--- config.mk ---
export PLATFORM = sky130hd
export DESIGN_NAME = hires_artifact_color_expander_top
export DESIGN_NICKNAME = d
export VERILOG_FILES = /design/src/hace_pkg.sv /design/src/hace_front.sv /design/src/hace_queue.sv /design/src/hace_back.sv /design/src/hires_artifact_color_expander_top.sv
export SDC_FILE = /design/constraint.sdc
export NUM_CORES = 1
export LEC_CHECK = 0
export ABC_AREA = 1
export BUFFER_PORTS_ARGS = -buffer_cell sky130_fd_sc_hd__buf_2
export CORE_MARGIN = 3
export CORE_UTILIZATION = 57
export CTS_BUF_LIST = sky130_fd_sc_hd__clkbuf_16
export DETAILED_ROUTE_END_ITERATION = 8
export PLACE_DENSITY = 0.86
export SLEW_MARGIN = 20
export SYNTH_ARGS = -nofsm -noshare
export SYNTH_HDL_FRONTEND = slang
export SYNTH_SLANG_ARGS = --single-unit
--- constraint.sdc ---
create_clock -name clk -period 6 [get_ports clk]
set_input_delay 0.3 -clock clk [delete_from_list [all_inputs] [get_ports clk]]
set_output_delay 0.3 -clock clk [all_outputs]
set_load 0.1 [all_outputs]
--- src/hace_pkg.sv ---
`default_nettype none
package hace_pkg;

  // One input beat: a screen byte and its end-of-row mark.
  typedef struct packed {
    logic [7:0] screen_byte;
    logic       row_end;
  } in_beat_t;

  // One result beat: seven RGB pixels, leftmost first, and the row mark.
  typedef struct packed {
    logic [23:0] pixel_0;
    logic [23:0] pixel_1;
    logic [23:0] pixel_2;
    logic [23:0] pixel_3;
    logic [23:0] pixel_4;
    logic [23:0] pixel_5;
    logic [23:0] pixel_6;
    logic        row_done;
  } out_beat_t;

  // One byte ready for expansion, with the neighbor state it needs.
  typedef struct packed {
    logic [7:0] byte_val;
    logic       right_bit;
    logic       left_bit;
    logic       parity;
    logic       done;
  } job_t;

  // Up to two jobs handed from the front end to the queue in one cycle.
  // When only one job is pushed it is always in slot a.
  typedef struct packed {
    logic push_a;
    logic push_b;
    job_t job_a;
    job_t job_b;
  } push_t;

  localparam int unsigned QueueDepth = 4;
  localparam int unsigned PixelsPerByte = 7;

  // Window codes that take artifact colors; odd parity trades them.
  localparam logic [2:0] WIN_ART_A = 3'b010;
  localparam logic [2:0] WIN_ART_B = 3'b101;
  localparam logic [2:0] WIN_FLIP  = 3'b111;

  localparam logic [23:0] RGB_BLACK  = 24'h000000;
  localparam logic [23:0] RGB_WHITE  = 24'hFFFFFF;
  localparam logic [23:0] RGB_VIOLET = 24'hC734FF;
  localparam logic [23:0] RGB_GREEN  = 24'h38CB00;
  localparam logic [23:0] RGB_BLUE   = 24'h0DA1FF;
  localparam logic [23:0] RGB_ORANGE = 24'hF25E00;

  // Palette lookup for a 3-bit window (bit 0 left, bit 1 self, bit 2 right).
  function automatic logic [23:0] window_rgb(input logic phase, input logic [2:0] win);
    logic [23:0] rgb;
    case (win)
      3'd3, 3'd6, 3'd7: rgb = RGB_WHITE;
      WIN_ART_A:        rgb = phase ? RGB_BLUE : RGB_VIOLET;
      WIN_ART_B:        rgb = phase ? RGB_ORANGE : RGB_GREEN;
      default:          rgb = RGB_BLACK;
    endcase
    return rgb;
  endfunction

endpackage
`default_nettype wire

--- src/hace_front.sv ---
`default_nettype none
module hace_front (
  input  wire logic               clk,
  input  wire logic               rst,
  input  wire logic               in_valid,
  output logic                    in_ready,
  input  wire hace_pkg::in_beat_t in_beat,
  input  wire logic               room,
  output hace_pkg::push_t         push
);

  logic [7:0] held_byte;
  logic       held_valid;
  logic       left_bit;
  logic       column_parity;

  logic       accept;
  logic       left_mid;
  logic       parity_mid;
  hace_pkg::job_t held_job;
  hace_pkg::job_t end_job;

  assign in_ready = room;
  assign accept   = in_valid && room;

  // Release of the held byte uses the new byte's bit 0 as its right neighbor.
  always_comb begin
    held_job.byte_val  = held_byte;
    held_job.right_bit = in_beat.screen_byte[0];
    held_job.left_bit  = left_bit;
    held_job.parity    = column_parity;
    held_job.done      = 1'b0;
    left_mid   = held_valid ? held_byte[6] : left_bit;
    parity_mid = held_valid ? ~column_parity : column_parity;
    end_job.byte_val  = in_beat.screen_byte;
    end_job.right_bit = 1'b0;
    end_job.left_bit  = left_mid;
    end_job.parity    = parity_mid;
    end_job.done      = 1'b1;
  end

  // Pack the jobs so that a single job always sits in slot a.
  always_comb begin
    push.push_a = accept && (held_valid || in_beat.row_end);
    push.push_b = accept && held_valid && in_beat.row_end;
    push.job_a  = held_valid ? held_job : end_job;
    push.job_b  = end_job;
  end

  // Hold one byte back and track left bit and parity across the row.
  always_ff @(posedge clk) begin
    if (rst) begin
      held_valid    <= 1'b0;
      held_byte     <= '0;
      left_bit      <= 1'b0;
      column_parity <= 1'b0;
    end else if (accept) begin
      if (in_beat.row_end) begin
        held_valid    <= 1'b0;
        held_byte     <= '0;
        left_bit      <= 1'b0;
        column_parity <= 1'b0;
      end else begin
        held_valid    <= 1'b1;
        held_byte     <= in_beat.screen_byte;
        left_bit      <= left_mid;
        column_parity <= parity_mid;
      end
    end
  end

endmodule
`default_nettype wire

--- src/hace_queue.sv ---
`default_nettype none
module hace_queue (
  input  wire logic            clk,
  input  wire logic            rst,
  input  wire hace_pkg::push_t push,
  output logic                 room,
  output logic                 head_valid,
  output hace_pkg::job_t       head,
  input  wire logic            pop
);

  localparam int unsigned PtrW = $clog2(hace_pkg::QueueDepth);
  localparam int unsigned CntW = $clog2(hace_pkg::QueueDepth + 1);

  hace_pkg::job_t entries [hace_pkg::QueueDepth];
  logic [PtrW-1:0] wr_ptr;
  logic [PtrW-1:0] rd_ptr;
  logic [CntW-1:0] count;
  logic [CntW-1:0] count_next;
  logic [PtrW-1:0] wr_ptr_b;
  logic [CntW-1:0] n_push;

  // Room means at least two free slots, enough for the worst case of one input beat.
  assign room       = count <= CntW'(hace_pkg::QueueDepth - 2);
  assign head_valid = count != '0;
  assign head       = entries[rd_ptr];
  assign wr_ptr_b   = wr_ptr + PtrW'(1);
  assign n_push     = CntW'(push.push_a) + CntW'(push.push_b);
  assign count_next = count + n_push - CntW'(pop);

  // Storage writes: slot a at the write pointer, slot b just after it.
  always_ff @(posedge clk) begin
    if (push.push_a) begin
      entries[wr_ptr] <= push.job_a;
    end
    if (push.push_b) begin
      entries[wr_ptr_b] <= push.job_b;
    end
  end

  // Pointers and fill count.
  always_ff @(posedge clk) begin
    if (rst) begin
      wr_ptr <= '0;
      rd_ptr <= '0;
      count  <= '0;
    end else begin
      wr_ptr <= wr_ptr + PtrW'(n_push);
      if (pop) begin
        rd_ptr <= rd_ptr + PtrW'(1);
      end
      count <= count_next;
    end
  end

endmodule
`default_nettype wire

--- src/hace_back.sv ---
`default_nettype none
module hace_back (
  input  wire logic           clk,
  input  wire logic           rst,
  input  wire logic           mono_mode,
  input  wire logic           head_valid,
  input  wire hace_pkg::job_t head,
  output logic                pop,
  output logic                out_valid,
  input  wire logic           out_ready,
  output hace_pkg::out_beat_t out_beat
);

  logic [8:0]  stream;
  logic [23:0] px [hace_pkg::PixelsPerByte];
  logic [2:0]  win;
  logic        par;
  hace_pkg::out_beat_t beat_next;

  assign pop    = head_valid && (!out_valid || out_ready);
  assign stream = {head.right_bit, head.byte_val[6:0], head.left_bit};

  // Expand each pixel from its three-bit window, or plain mono.
  always_comb begin
    for (int i = 0; i < hace_pkg::PixelsPerByte; i++) begin
      win = stream[i +: 3];
      par = head.parity ^ i[0];
      if (par && (win == hace_pkg::WIN_ART_A || win == hace_pkg::WIN_ART_B)) begin
        win = win ^ hace_pkg::WIN_FLIP;
      end
      if (mono_mode) begin
        px[i] = head.byte_val[i] ? hace_pkg::RGB_WHITE : hace_pkg::RGB_BLACK;
      end else begin
        px[i] = hace_pkg::window_rgb(head.byte_val[7], win);
      end
    end
  end

  always_comb begin
    beat_next.pixel_0  = px[0];
    beat_next.pixel_1  = px[1];
    beat_next.pixel_2  = px[2];
    beat_next.pixel_3  = px[3];
    beat_next.pixel_4  = px[4];
    beat_next.pixel_5  = px[5];
    beat_next.pixel_6  = px[6];
    beat_next.row_done = head.done;
  end

  // Output register: loads a new beat whenever it is empty or being taken.
  always_ff @(posedge clk) begin
    if (rst) begin
      out_valid <= 1'b0;
    end else if (!out_valid || out_ready) begin
      out_valid <= head_valid;
    end
  end

  always_ff @(posedge clk) begin
    if (pop) begin
      out_beat <= beat_next;
    end
  end

endmodule
`default_nettype wire

--- src/hires_artifact_color_expander_top.sv ---
// Hi-res scanline expander: screen bytes in, seven RGB pixels per byte out.
// Input channel (in_valid/in_ready/in_beat) takes one screen byte per beat,
// with row_end set on the last byte of a scanline. Output channel
// (out_valid/out_ready/out_beat) gives one beat per byte, pixel_0 leftmost,
// row_done set on the beat of the row's last byte.
// A byte is held back until the next byte arrives, since its last pixel
// needs that byte's bit 0. Its job enters the queue when that byte is
// accepted, and out_valid rises once it is loaded into the output register.
// A row_end byte with nothing held takes the same path. When a held byte
// goes out in the same input beat, both jobs enter the queue together and
// the row_end byte's beat comes straight after the held byte's beat.
// Throughput is one beat per cycle unless out_ready stalls; the four-entry
// job queue between the front end and the expander takes up to two jobs
// in a cycle, and in_ready is high while at least two entries are free.
// cfg_we/cfg_data write mono_mode (1 = white/black pixels, 0 = artifact
// color); write it only while the block is idle.
// Synchronous reset clears the held byte, left bit, parity, queue, output
// register and mono_mode. When the receiver stalls, the output beat holds,
// the queue fills, and in_ready drops until room opens again.
`default_nettype none
module hires_artifact_color_expander_top (
  input  wire logic                clk,
  input  wire logic                rst,
  input  wire logic                cfg_we,
  input  wire logic                cfg_data,
  input  wire logic                in_valid,
  output logic                     in_ready,
  input  wire hace_pkg::in_beat_t  in_beat,
  output logic                     out_valid,
  input  wire logic                out_ready,
  output hace_pkg::out_beat_t      out_beat
);

  logic            mono_mode;
  logic            room;
  logic            head_valid;
  logic            pop;
  hace_pkg::push_t push;
  hace_pkg::job_t  head;

  // Configuration register.
  always_ff @(posedge clk) begin
    if (rst) begin
      mono_mode <= 1'b0;
    end else if (cfg_we) begin
      mono_mode <= cfg_data;
    end
  end

  hace_front u_front (
    .clk      (clk),
    .rst      (rst),
    .in_valid (in_valid),
    .in_ready (in_ready),
    .in_beat  (in_beat),
    .room     (room),
    .push     (push)
  );

  hace_queue u_queue (
    .clk        (clk),
    .rst        (rst),
    .push       (push),
    .room       (room),
    .head_valid (head_valid),
    .head       (head),
    .pop        (pop)
  );

  hace_back u_back (
    .clk        (clk),
    .rst        (rst),
    .mono_mode  (mono_mode),
    .head_valid (head_valid),
    .head       (head),
    .pop        (pop),
    .out_valid  (out_valid),
    .out_ready  (out_ready),
    .out_beat   (out_beat)
  );

endmodule
`default_nettype wire
==> impl_metrics.yaml, run 1 <==
run_status:
  status: "finished, final reports clean"
sta:
  drv_slew: 0
  period_share_pct: 49.78
  setup_viol: 0
  finalHoldViolCount: 0
  finalClockSkew_ps: 11.73
  timing.max_slew.rel_slack_pct: 30.45
  rsz0062_at_grt: "false"
  max_freq_ghz: 0.3348
  fin_crit_ps: 2987
  fin_tns_setup_ps: 0
  worst_slew_pin_slew_ps: 1041
  hold_slack_ps: 187.3
synthesis:
  synthDistinctLibCells: 35
  synthesis.nets: 833
  ys_seq_area_share_pct: 40.82
  syn-mean-instance-area_um2: 8.083
  ys.warnings.count: 0
  syn_inst: 810
  ys_ff_latch: 99
  syn_area_mm2: 0.006548
cells_and_area:
  antenna_cells: 0
  fin_nets: 862
  drive_gt1_share_pct: 29.98
  area_growth_pct: 2.771
die:
  io_pins: 186
  core_area_mm2: 0.01103
  die_h_um: 113.2
  die_w_um: 113.2
  rows: 38
  initial_core_util_pct: 59.36
  die_area_mm2: 0.01281
place:
  portBuffers: 185
  dp_hpwl_um: 9927
  gp_congestion: 0.8409
setup_path:
  slowest_stage: "dfxtp_1"
  path_cells: "clkinv_1 -> nor3_2 -> ha_1 -> inv_1 -> ha_1 -> inv_1 -> fa_1 -> xor2_1 -> o21ai_0 -> a21oi_1"
  path_max_fanout: 19
  crit_type: "register to register"
  cp-start-kind: "register"
  required_ps: 6240
  cp-end-kind: "register"
  worstPathArrival_ps: 3230
  critical-path-max-stage-delay_ps: 520
global_route:
  grt_use_total_pct: 21.45
  antenna_found_initial: 0
  grt_pass1_wl_um: 22340
  grt_max_degree: 36
  overflow: 0
  grt_pass1_vias: 4615
clock_network:
  postCtsSetupRepairBufs: 0
  hold_buffers: 0
  cts_buffers: 9
  cts_tree: "done"
  cts_max_path_buffers: 2
  cts_sinks: 99
  h-tree-depth: 3
  ctsRootBufferMaster: "clkbuf_16"
  clk_pin_slew_ps: 70
  ctsResizeCount: 0
  clkLatencyLatePin_ps: 350
drt:
  wl_per_cell_um: 14.25
  drc: 0
  drtIter0Drc: 383
  antenna_left: 0
  num_vias: 5326
  via_per_inst: 5.413
  wl_um: 14020
  drtPass1Iterations: 5
flow_run:
  maxCapViolations: 0
worst_hold_path:
  hold_path_class: "input port to register"
[per-stage QoR]
stage | utilization, % | instances | instance area [um2] | worst slack, ps
3_5_place_dp | 58.50 | 968 | 6452 | 3081
2_1_floorplan | - | 810 | 6548 | 1875
4_1_cts | 61.00 | 984 | 6729 | 3043
6_report | 61.00 | 984 | 6729 | 3013
5_1_grt | 61.00 | 984 | 6729 | 2797
3_3_place_gp | 58.50 | 968 | 6452 | 3223
[final timing paths]
| check | slack, ps | end | start | cells after the start |
|---|---|---|---|---|
| setup / recovery | 3010 | u_queue.count[2] | u_front.held_valid | 10 |
| hold / removal | 190 | mono_mode | cfg_data | 3 |
| setup reg to reg | 3010 | u_queue.count[2] | u_front.held_valid | 10 |
| hold reg to reg | 460 | u_queue.entries[3][3] | u_queue.entries[3][3] | 2 |
[cells by family (layout without fill, tap and decap cells)]
group / after synthesis / after routing / synth area share (%)
adder cells (fa/ha/maj): 8 / 8 / 1.643
buffers and inverters: 237 / 271 / 22.68
AO/OA/AOI/OAI: 125 / 125 / 10.99
AND/OR/NAND/NOR: 339 / 339 / 23.60
XOR/XNOR: 2 / 2 / 0.2676
flip-flops: 99 / 99 / 40.82
[final cells by class]
| cell class | count | area, um2 |
|---|---|---|
| inverter | 68 | 262.8 |
| tap | 140 | 175.2 |
| fill | 935 | 4302 |
| sequential | 99 | 2673 |
| multi-input combinational | 474 | 2401 |
| timing repair buffer | 187 | 940.9 |
| clock inverter | 7 | 51.30 |
| clock buffer | 9 | 225.2 |
[cells in the final DEF (no fill, tap or decap), types with 2 or more instances in the layout]
master     Yosys  final
a21oi_1       31     30
a31oi_1       12     12
buf_2         11    185
buf_4        145      2
clkbuf_16      0      9
clkinv_4       0      2
dfxtp_1       30     30
edfxtp_1      69     69
ha_1           7      7
inv_1         58     59
inv_2          7      8
inv_4          1      2
inv_6          1      2
nand2_1      183    183
nand2_2       20     20
nand2_4        4      4
nand3_1       59     59
nand3_2        2      2
nand4_1       18     18
nor2_1        39     39
nor2_2         8      8
nor3_2         3      3
o21ai_0       24     24
o21ai_1        9      9
o22ai_1       45     45
xor2_1         2      2
[synth_stat cells (all sizes together)]
master,n,share of area [%]
a21oi,31,2.4
a31oi,12,1.1
a32oi,1,0.25
buf,160,18
clkbuf,9,0.52
clkinv,1,0.057
dfxtp,30,9.2
edfxtp,69,32
fa,1,0.31
ha,7,1.3
inv,67,4.0
nand2,207,13
nand3,61,4.8
nand4,19,1.9
nor2,47,3.0
nor3,5,0.78
o211ai,1,0.11
o21ai,33,2.5
o21bai,2,0.29
o22ai,45,4.3
xor2,2,0.27
[registers in the layout (all words and copies together), names as in the netlist, named ones only]
| register | cells |
|---|---|
| u_queue.entries | 48 |
| u_back.out_beat | 29 |
| u_front.held_byte | 8 |
| u_queue.count | 3 |
| u_queue.rd_ptr | 2 |
| u_queue.wr_ptr | 2 |
| mono_mode | 1 |
| u_back.out_valid | 1 |
| u_front.column_parity | 1 |
| u_front.held_valid | 1 |
| u_front.left_bit | 1 |
[layer usage]
metal | wire length, um | track usage [%]
met1 | 5579 | 26.38
met2 | 7010 | 37.76
met3 | 1191 | 4.225
met4 | 238 | 7.051
met5 | 0 | 0
[worst max-delay path, delay by kind of cell (launching register included)]
kind | cells | cell delay (ps)
buf+inv | 3 | 550
flops | 1 | 520
simple gates | 1 | 460
xor+xnor | 1 | 180
compound gates | 2 | 210
fa+ha+maj | 3 | 950
Power of run 1 is left out: the tool's default activity adds up to more than one toggle a clock period on the data nets, which glitch-free logic cannot reach.
==> run 2: changes to the inputs <==
--- a/config.mk
+++ b/config.mk
@@ -8,10 +8,10 @@
 export ABC_AREA = 1
 export BUFFER_PORTS_ARGS = -buffer_cell sky130_fd_sc_hd__buf_2
 export CORE_MARGIN = 3
-export CORE_UTILIZATION = 57
+export CORE_UTILIZATION = 53
 export CTS_BUF_LIST = sky130_fd_sc_hd__clkbuf_16
 export DETAILED_ROUTE_END_ITERATION = 8
-export PLACE_DENSITY = 0.86
+export PLACE_DENSITY = 0.81
 export SLEW_MARGIN = 20
 export SYNTH_ARGS = -nofsm -noshare
 export SYNTH_HDL_FRONTEND = slang
==> constraint.sdc (replaced) <==
create_clock -name clk -period 3.1 [get_ports clk]
set_input_delay 0.155 -clock clk [delete_from_list [all_inputs] [get_ports clk]]
set_output_delay 0.155 -clock clk [all_outputs]
set_load 0.1 [all_outputs]
==> impl_metrics.yaml, run 2 (synthesis gave the netlist of run 1 again) <==
drt:
  wl_per_cell_um: 13.63
  via_per_inst: 5.155
  num_vias: 5258
  drtPass1Iterations: 5
  antenna_left: 0
  drc: 0
  wl_um: 13910
  drtIter0Drc: 401
sta:
  max_freq_ghz: 0.3873
  fin_tns_setup_ps: 0
  rsz0062_at_grt: "false"
  drv_slew: 0
  setup_viol: 0
  finalClockSkew_ps: 12.66
  period_share_pct: 83.29
  fin_crit_ps: 2582
  worst_slew_pin_slew_ps: 680.2
  finalHoldViolCount: 0
  timing.max_slew.rel_slack_pct: 54.60
  fin_ws_ps: 517.9
clock_network:
  h-tree-depth: 3
  clkLatencyLatePin_ps: 360
  ctsRootBufferMaster: "clkbuf_16"
  cts_sinks: 99
  hold_buffers: 0
  cts_buffers: 9
  clk_pin_slew_ps: 70
  cts_tree: "done"
  postCtsSetupRepairBufs: 0
  ctsResizeCount: 0
  cts_max_path_buffers: 2
worst_hold_path:
  hold_path_class: "input port to register"
  hold_depth: 3
  hold_start: "cfg_data"
  holdPathEnd: "mono_mode"
place:
  dp_hpwl_um: 10050
  gp_congestion: 0.8280
  portBuffers: 185
  dp_slack_ps: 576.9
die:
  io_pins: 186
  core_area_mm2: 0.01176
  rows: 39
  die_h_um: 117.1
  initial_core_util_pct: 55.68
  die_w_um: 117.1
  die_area_mm2: 0.01372
cells_and_area:
  multi_input_area_mm2: 0.002412
  drive_gt1_share_pct: 30.84
  final_cell_mix: "185 x buf_2, 183 x nand2_1, 69 x edfxtp_1"
  reg_top3: "u_queue.entries (48), u_back.out_beat (29), u_front.held_byte (8)"
  antenna_cells: 0
  fin_nets: 874
  area_growth_pct: 4.930
  ff_latch_area_mm2: 0.002673
  top_register: "u_queue.entries"
  fillCellCount: 1076
  largest_register_ffs: 48
  layout_commonest_cell: "buf_2"
setup_path:
  rr_endpoint: "u_queue.count[2]"
  required_ps: 3350
  reg2reg_depth: 10
  cp-end-kind: "register"
  crit_start: "u_front.held_valid"
  rr_startpoint: "u_front.held_valid"
  crit_type: "register to register"
  worstPathArrival_ps: 2830
  path_max_fanout: 9
  reg2reg_slack_ps: 520
  cp-start-kind: "register"
global_route:
  grt_use_total_pct: 20.27
  grt_pass1_wl_um: 21880
  antenna_found_initial: 0
  overflow: 0
  grt_pass1_vias: 4642
  grt_max_degree: 35
flow_run:
  maxCapViolations: 0
run_status:
  status: "finished, final reports clean"
[run 2: changes by cell type in the layout (fill, tap and decap cells not counted), sizes merged]
cell      change
clkinvlp      +1
inv           -2
clkbuf        +1
buf          +12
[run 2: worst max-delay path by stage]
stage | slack (ps) | endpoint
finish | 520 | u_queue.count[2]
global route | 250 | u_queue.count[2]
CTS | 510 | u_queue.count[2]
detailed placement | 580 | u_queue.count[2]
global placement | 690 | u_queue.count[2]
floorplan | 100 | u_queue.count[2]
[run 2: per-layer routing]
metal	wire [um]	GRT usage, %	vias up	share of wire [%]
met2	6887	34.46	230	50
met4	188	7.263	0	1.4
met5	0	0	-	0
li1	-	-	2657	-
met1	5878	25.14	2357	42
met3	953	4.884	14	6.9
[run 2: area by class of cell]
cell class	count	area share, %
Clock buffer	10	3.642
Clock inverter	6	0.5281
Multi-Input combinational cell	474	35.11
Inverter	68	3.824
Timing Repair Buffer	199	15.01
Tap cell	164	2.987
Sequential cell	99	38.90
[run 2: critical path, stage by stage (launching register included)]
cell	delay [ps]
dfxtp_1	500
clkinv_1	150
nor3_2	350
ha_1	260
inv_1	60
ha_1	270
inv_1	60
fa_1	430
xor2_1	180
o21ai_0	170
a21oi_1	50
[run 2: through the flow]
| stage | cells | cell area (um2) | hold WS [ps] | util, % |
|---|---|---|---|---|
| finish | 1020 | 6870 | 27.71 | 58.42 |
| global route | 1020 | 6870 | 35.41 | 58.42 |
| CTS | 1020 | 6870 | 17.02 | 58.42 |
| detailed placement | 1004 | 6584 | 393.8 | 55.98 |
| global placement | 1004 | 6584 | 388.2 | 55.98 |
| floorplan | 810 | 6570 | 224.1 | - |
Power of run 2 is left out for the same reason.
==> run 3: changes to the inputs <==
==> constraint.sdc (replaced) <==
create_clock -name clk -period 2.45 [get_ports clk]
set_input_delay 0.1225 -clock clk [delete_from_list [all_inputs] [get_ports clk]]
set_output_delay 0.1225 -clock clk [all_outputs]
set_load 0.1 [all_outputs]
==> impl_metrics.yaml, run 3 (synthesis gave the netlist of run 1 again) <==
run_status:
  status: "finished, final reports clean"
worst_hold_path:
  hold_path_class: "input port to register"
sta:
  hold_slack_ps: 16.84
  rsz0062_at_grt: "false"
  timing.max_slew.rel_slack_pct: 56.12
  finalClockSkew_ps: 7.486
  worst_slew_pin_slew_ps: 657.5
  period_share_pct: 89.86
  drv_slew: 0
  setup_viol: 0
  fin_crit_ps: 2202
  finalHoldViolCount: 0
  max_freq_ghz: 0.4542
drt:
  drtPass1Iterations: 5
  antenna_left: 0
  num_vias: 5336
  drtIter0Drc: 403
  wl_um: 14170
  drc: 0
  via_per_inst: 5.171
  wl_per_cell_um: 13.73
clock_network:
  cts_buffers: 9
  cts_tree: "done"
  clk_pin_slew_ps: 70
  cts_sinks: 99
  clkLatencyLatePin_ps: 350
  cts_max_path_buffers: 2
  postCtsSetupRepairBufs: 0
  ctsRootBufferMaster: "clkbuf_16"
  h-tree-depth: 3
cells_and_area:
  area_growth_pct: 6.975
  reg_top3: "u_queue.entries (48), u_back.out_beat (29), u_front.held_byte (8)"
  final_cell_mix: "185 x buf_2, 182 x nand2_1, 69 x edfxtp_1"
  top_register: "u_queue.entries"
  fin_nets: 886
  layout_commonest_cell: "buf_2"
  drive_gt1_share_pct: 33.29
  antenna_cells: 0
  largest_register_ffs: 48
  fin_util_pct: 59.56
setup_path:
  crit_type: "register to register"
  path_max_fanout: 5
  required_ps: 2690
  cp-start-kind: "register"
  worstPathArrival_ps: 2440
  cp-end-kind: "register"
flow_run:
  maxCapViolations: 0
global_route:
  grt_pass1_wl_um: 22010
  grt_pass1_vias: 4471
  grt_max_degree: 35
  grt_use_total_pct: 20.32
  antenna_found_initial: 0
  overflow: 0
place:
  gp_congestion: 0.8524
  dp_hpwl_um: 10790
  portBuffers: 185
die:
  rows: 39
  die_h_um: 117.1
  die_area_mm2: 0.01372
  io_pins: 186
  die_w_um: 117.1
  core_area_mm2: 0.01176
  initial_core_util_pct: 55.68
-- run 3: cell types whose count changed in the layout (fill, tap and decap cells not counted), sizes merged --
cell         previous run  this run
clkbuf                 10         9
clkinvlp                1         0
dlygate4sd3             0         1
buf                   199       210
clkinv                  3         5
-- run 3: cell type report --
type / instances / area (um2)
Fill cell: 1007 / 4756
Sequential cell: 99 / 2675
Multi-Input combinational cell: 474 / 2460
Timing Repair Buffer: 211 / 1124
Inverter: 68 / 265.3
Clock buffer: 9 / 225.2
Tap cell: 164 / 205.2
Clock inverter: 7 / 50.05
-- run 3: final timing paths --
check                       start              endpoint  slack, ps  cells after the start
max              u_queue.count[1]      u_queue.count[2]        250                     11
min                        cfg_we             mono_mode         20                      3
max reg2reg      u_queue.count[1]      u_queue.count[2]        250                     11
min reg2reg  u_front.held_byte[5]  u_front.held_byte[5]        460                      2
-- run 3: what timing repair did --
item	4_1_cts	5_1_grt
setup endpoints to repair	0	0
hold buffers	1	0
gates resized for setup	0	0
hold endpoints to repair	1	0
-- run 3: per-stage QoR --
stage,setup TNS (ps),worst slack [ps],area (um2),std cells
3_3_place_gp,0,281.4,6719,1015
2_1_floorplan,-264.3,-191.2,6623,810
3_5_place_dp,0,249.1,6719,1015
6_report,0,248.5,7004,1032
5_1_grt,0,66.43,7004,1032
4_1_cts,0,238.6,7004,1032
-- run 3: routing by layer --
metal	routed length [um]	up-vias	GRT usage, %
met5	0	-	0
met4	176	0	6.346
met3	1053	18	3.650
met2	7018	236	34.28
met1	5926	2392	26.63
li1	-	2690	-
-- run 3: critical path, stage by stage, from the launching register on --
cell and delay, ps:
dfxtp_2 340, a21oi_4 180, nand2_4 90, nor3_4 280, ha_4 190, inv_2 40, ha_4 250, inv_2 30
fa_2 320, xor2_1 180, o21ai_1 140, a21oi_1 50
Power of run 3 is left out for the same reason.
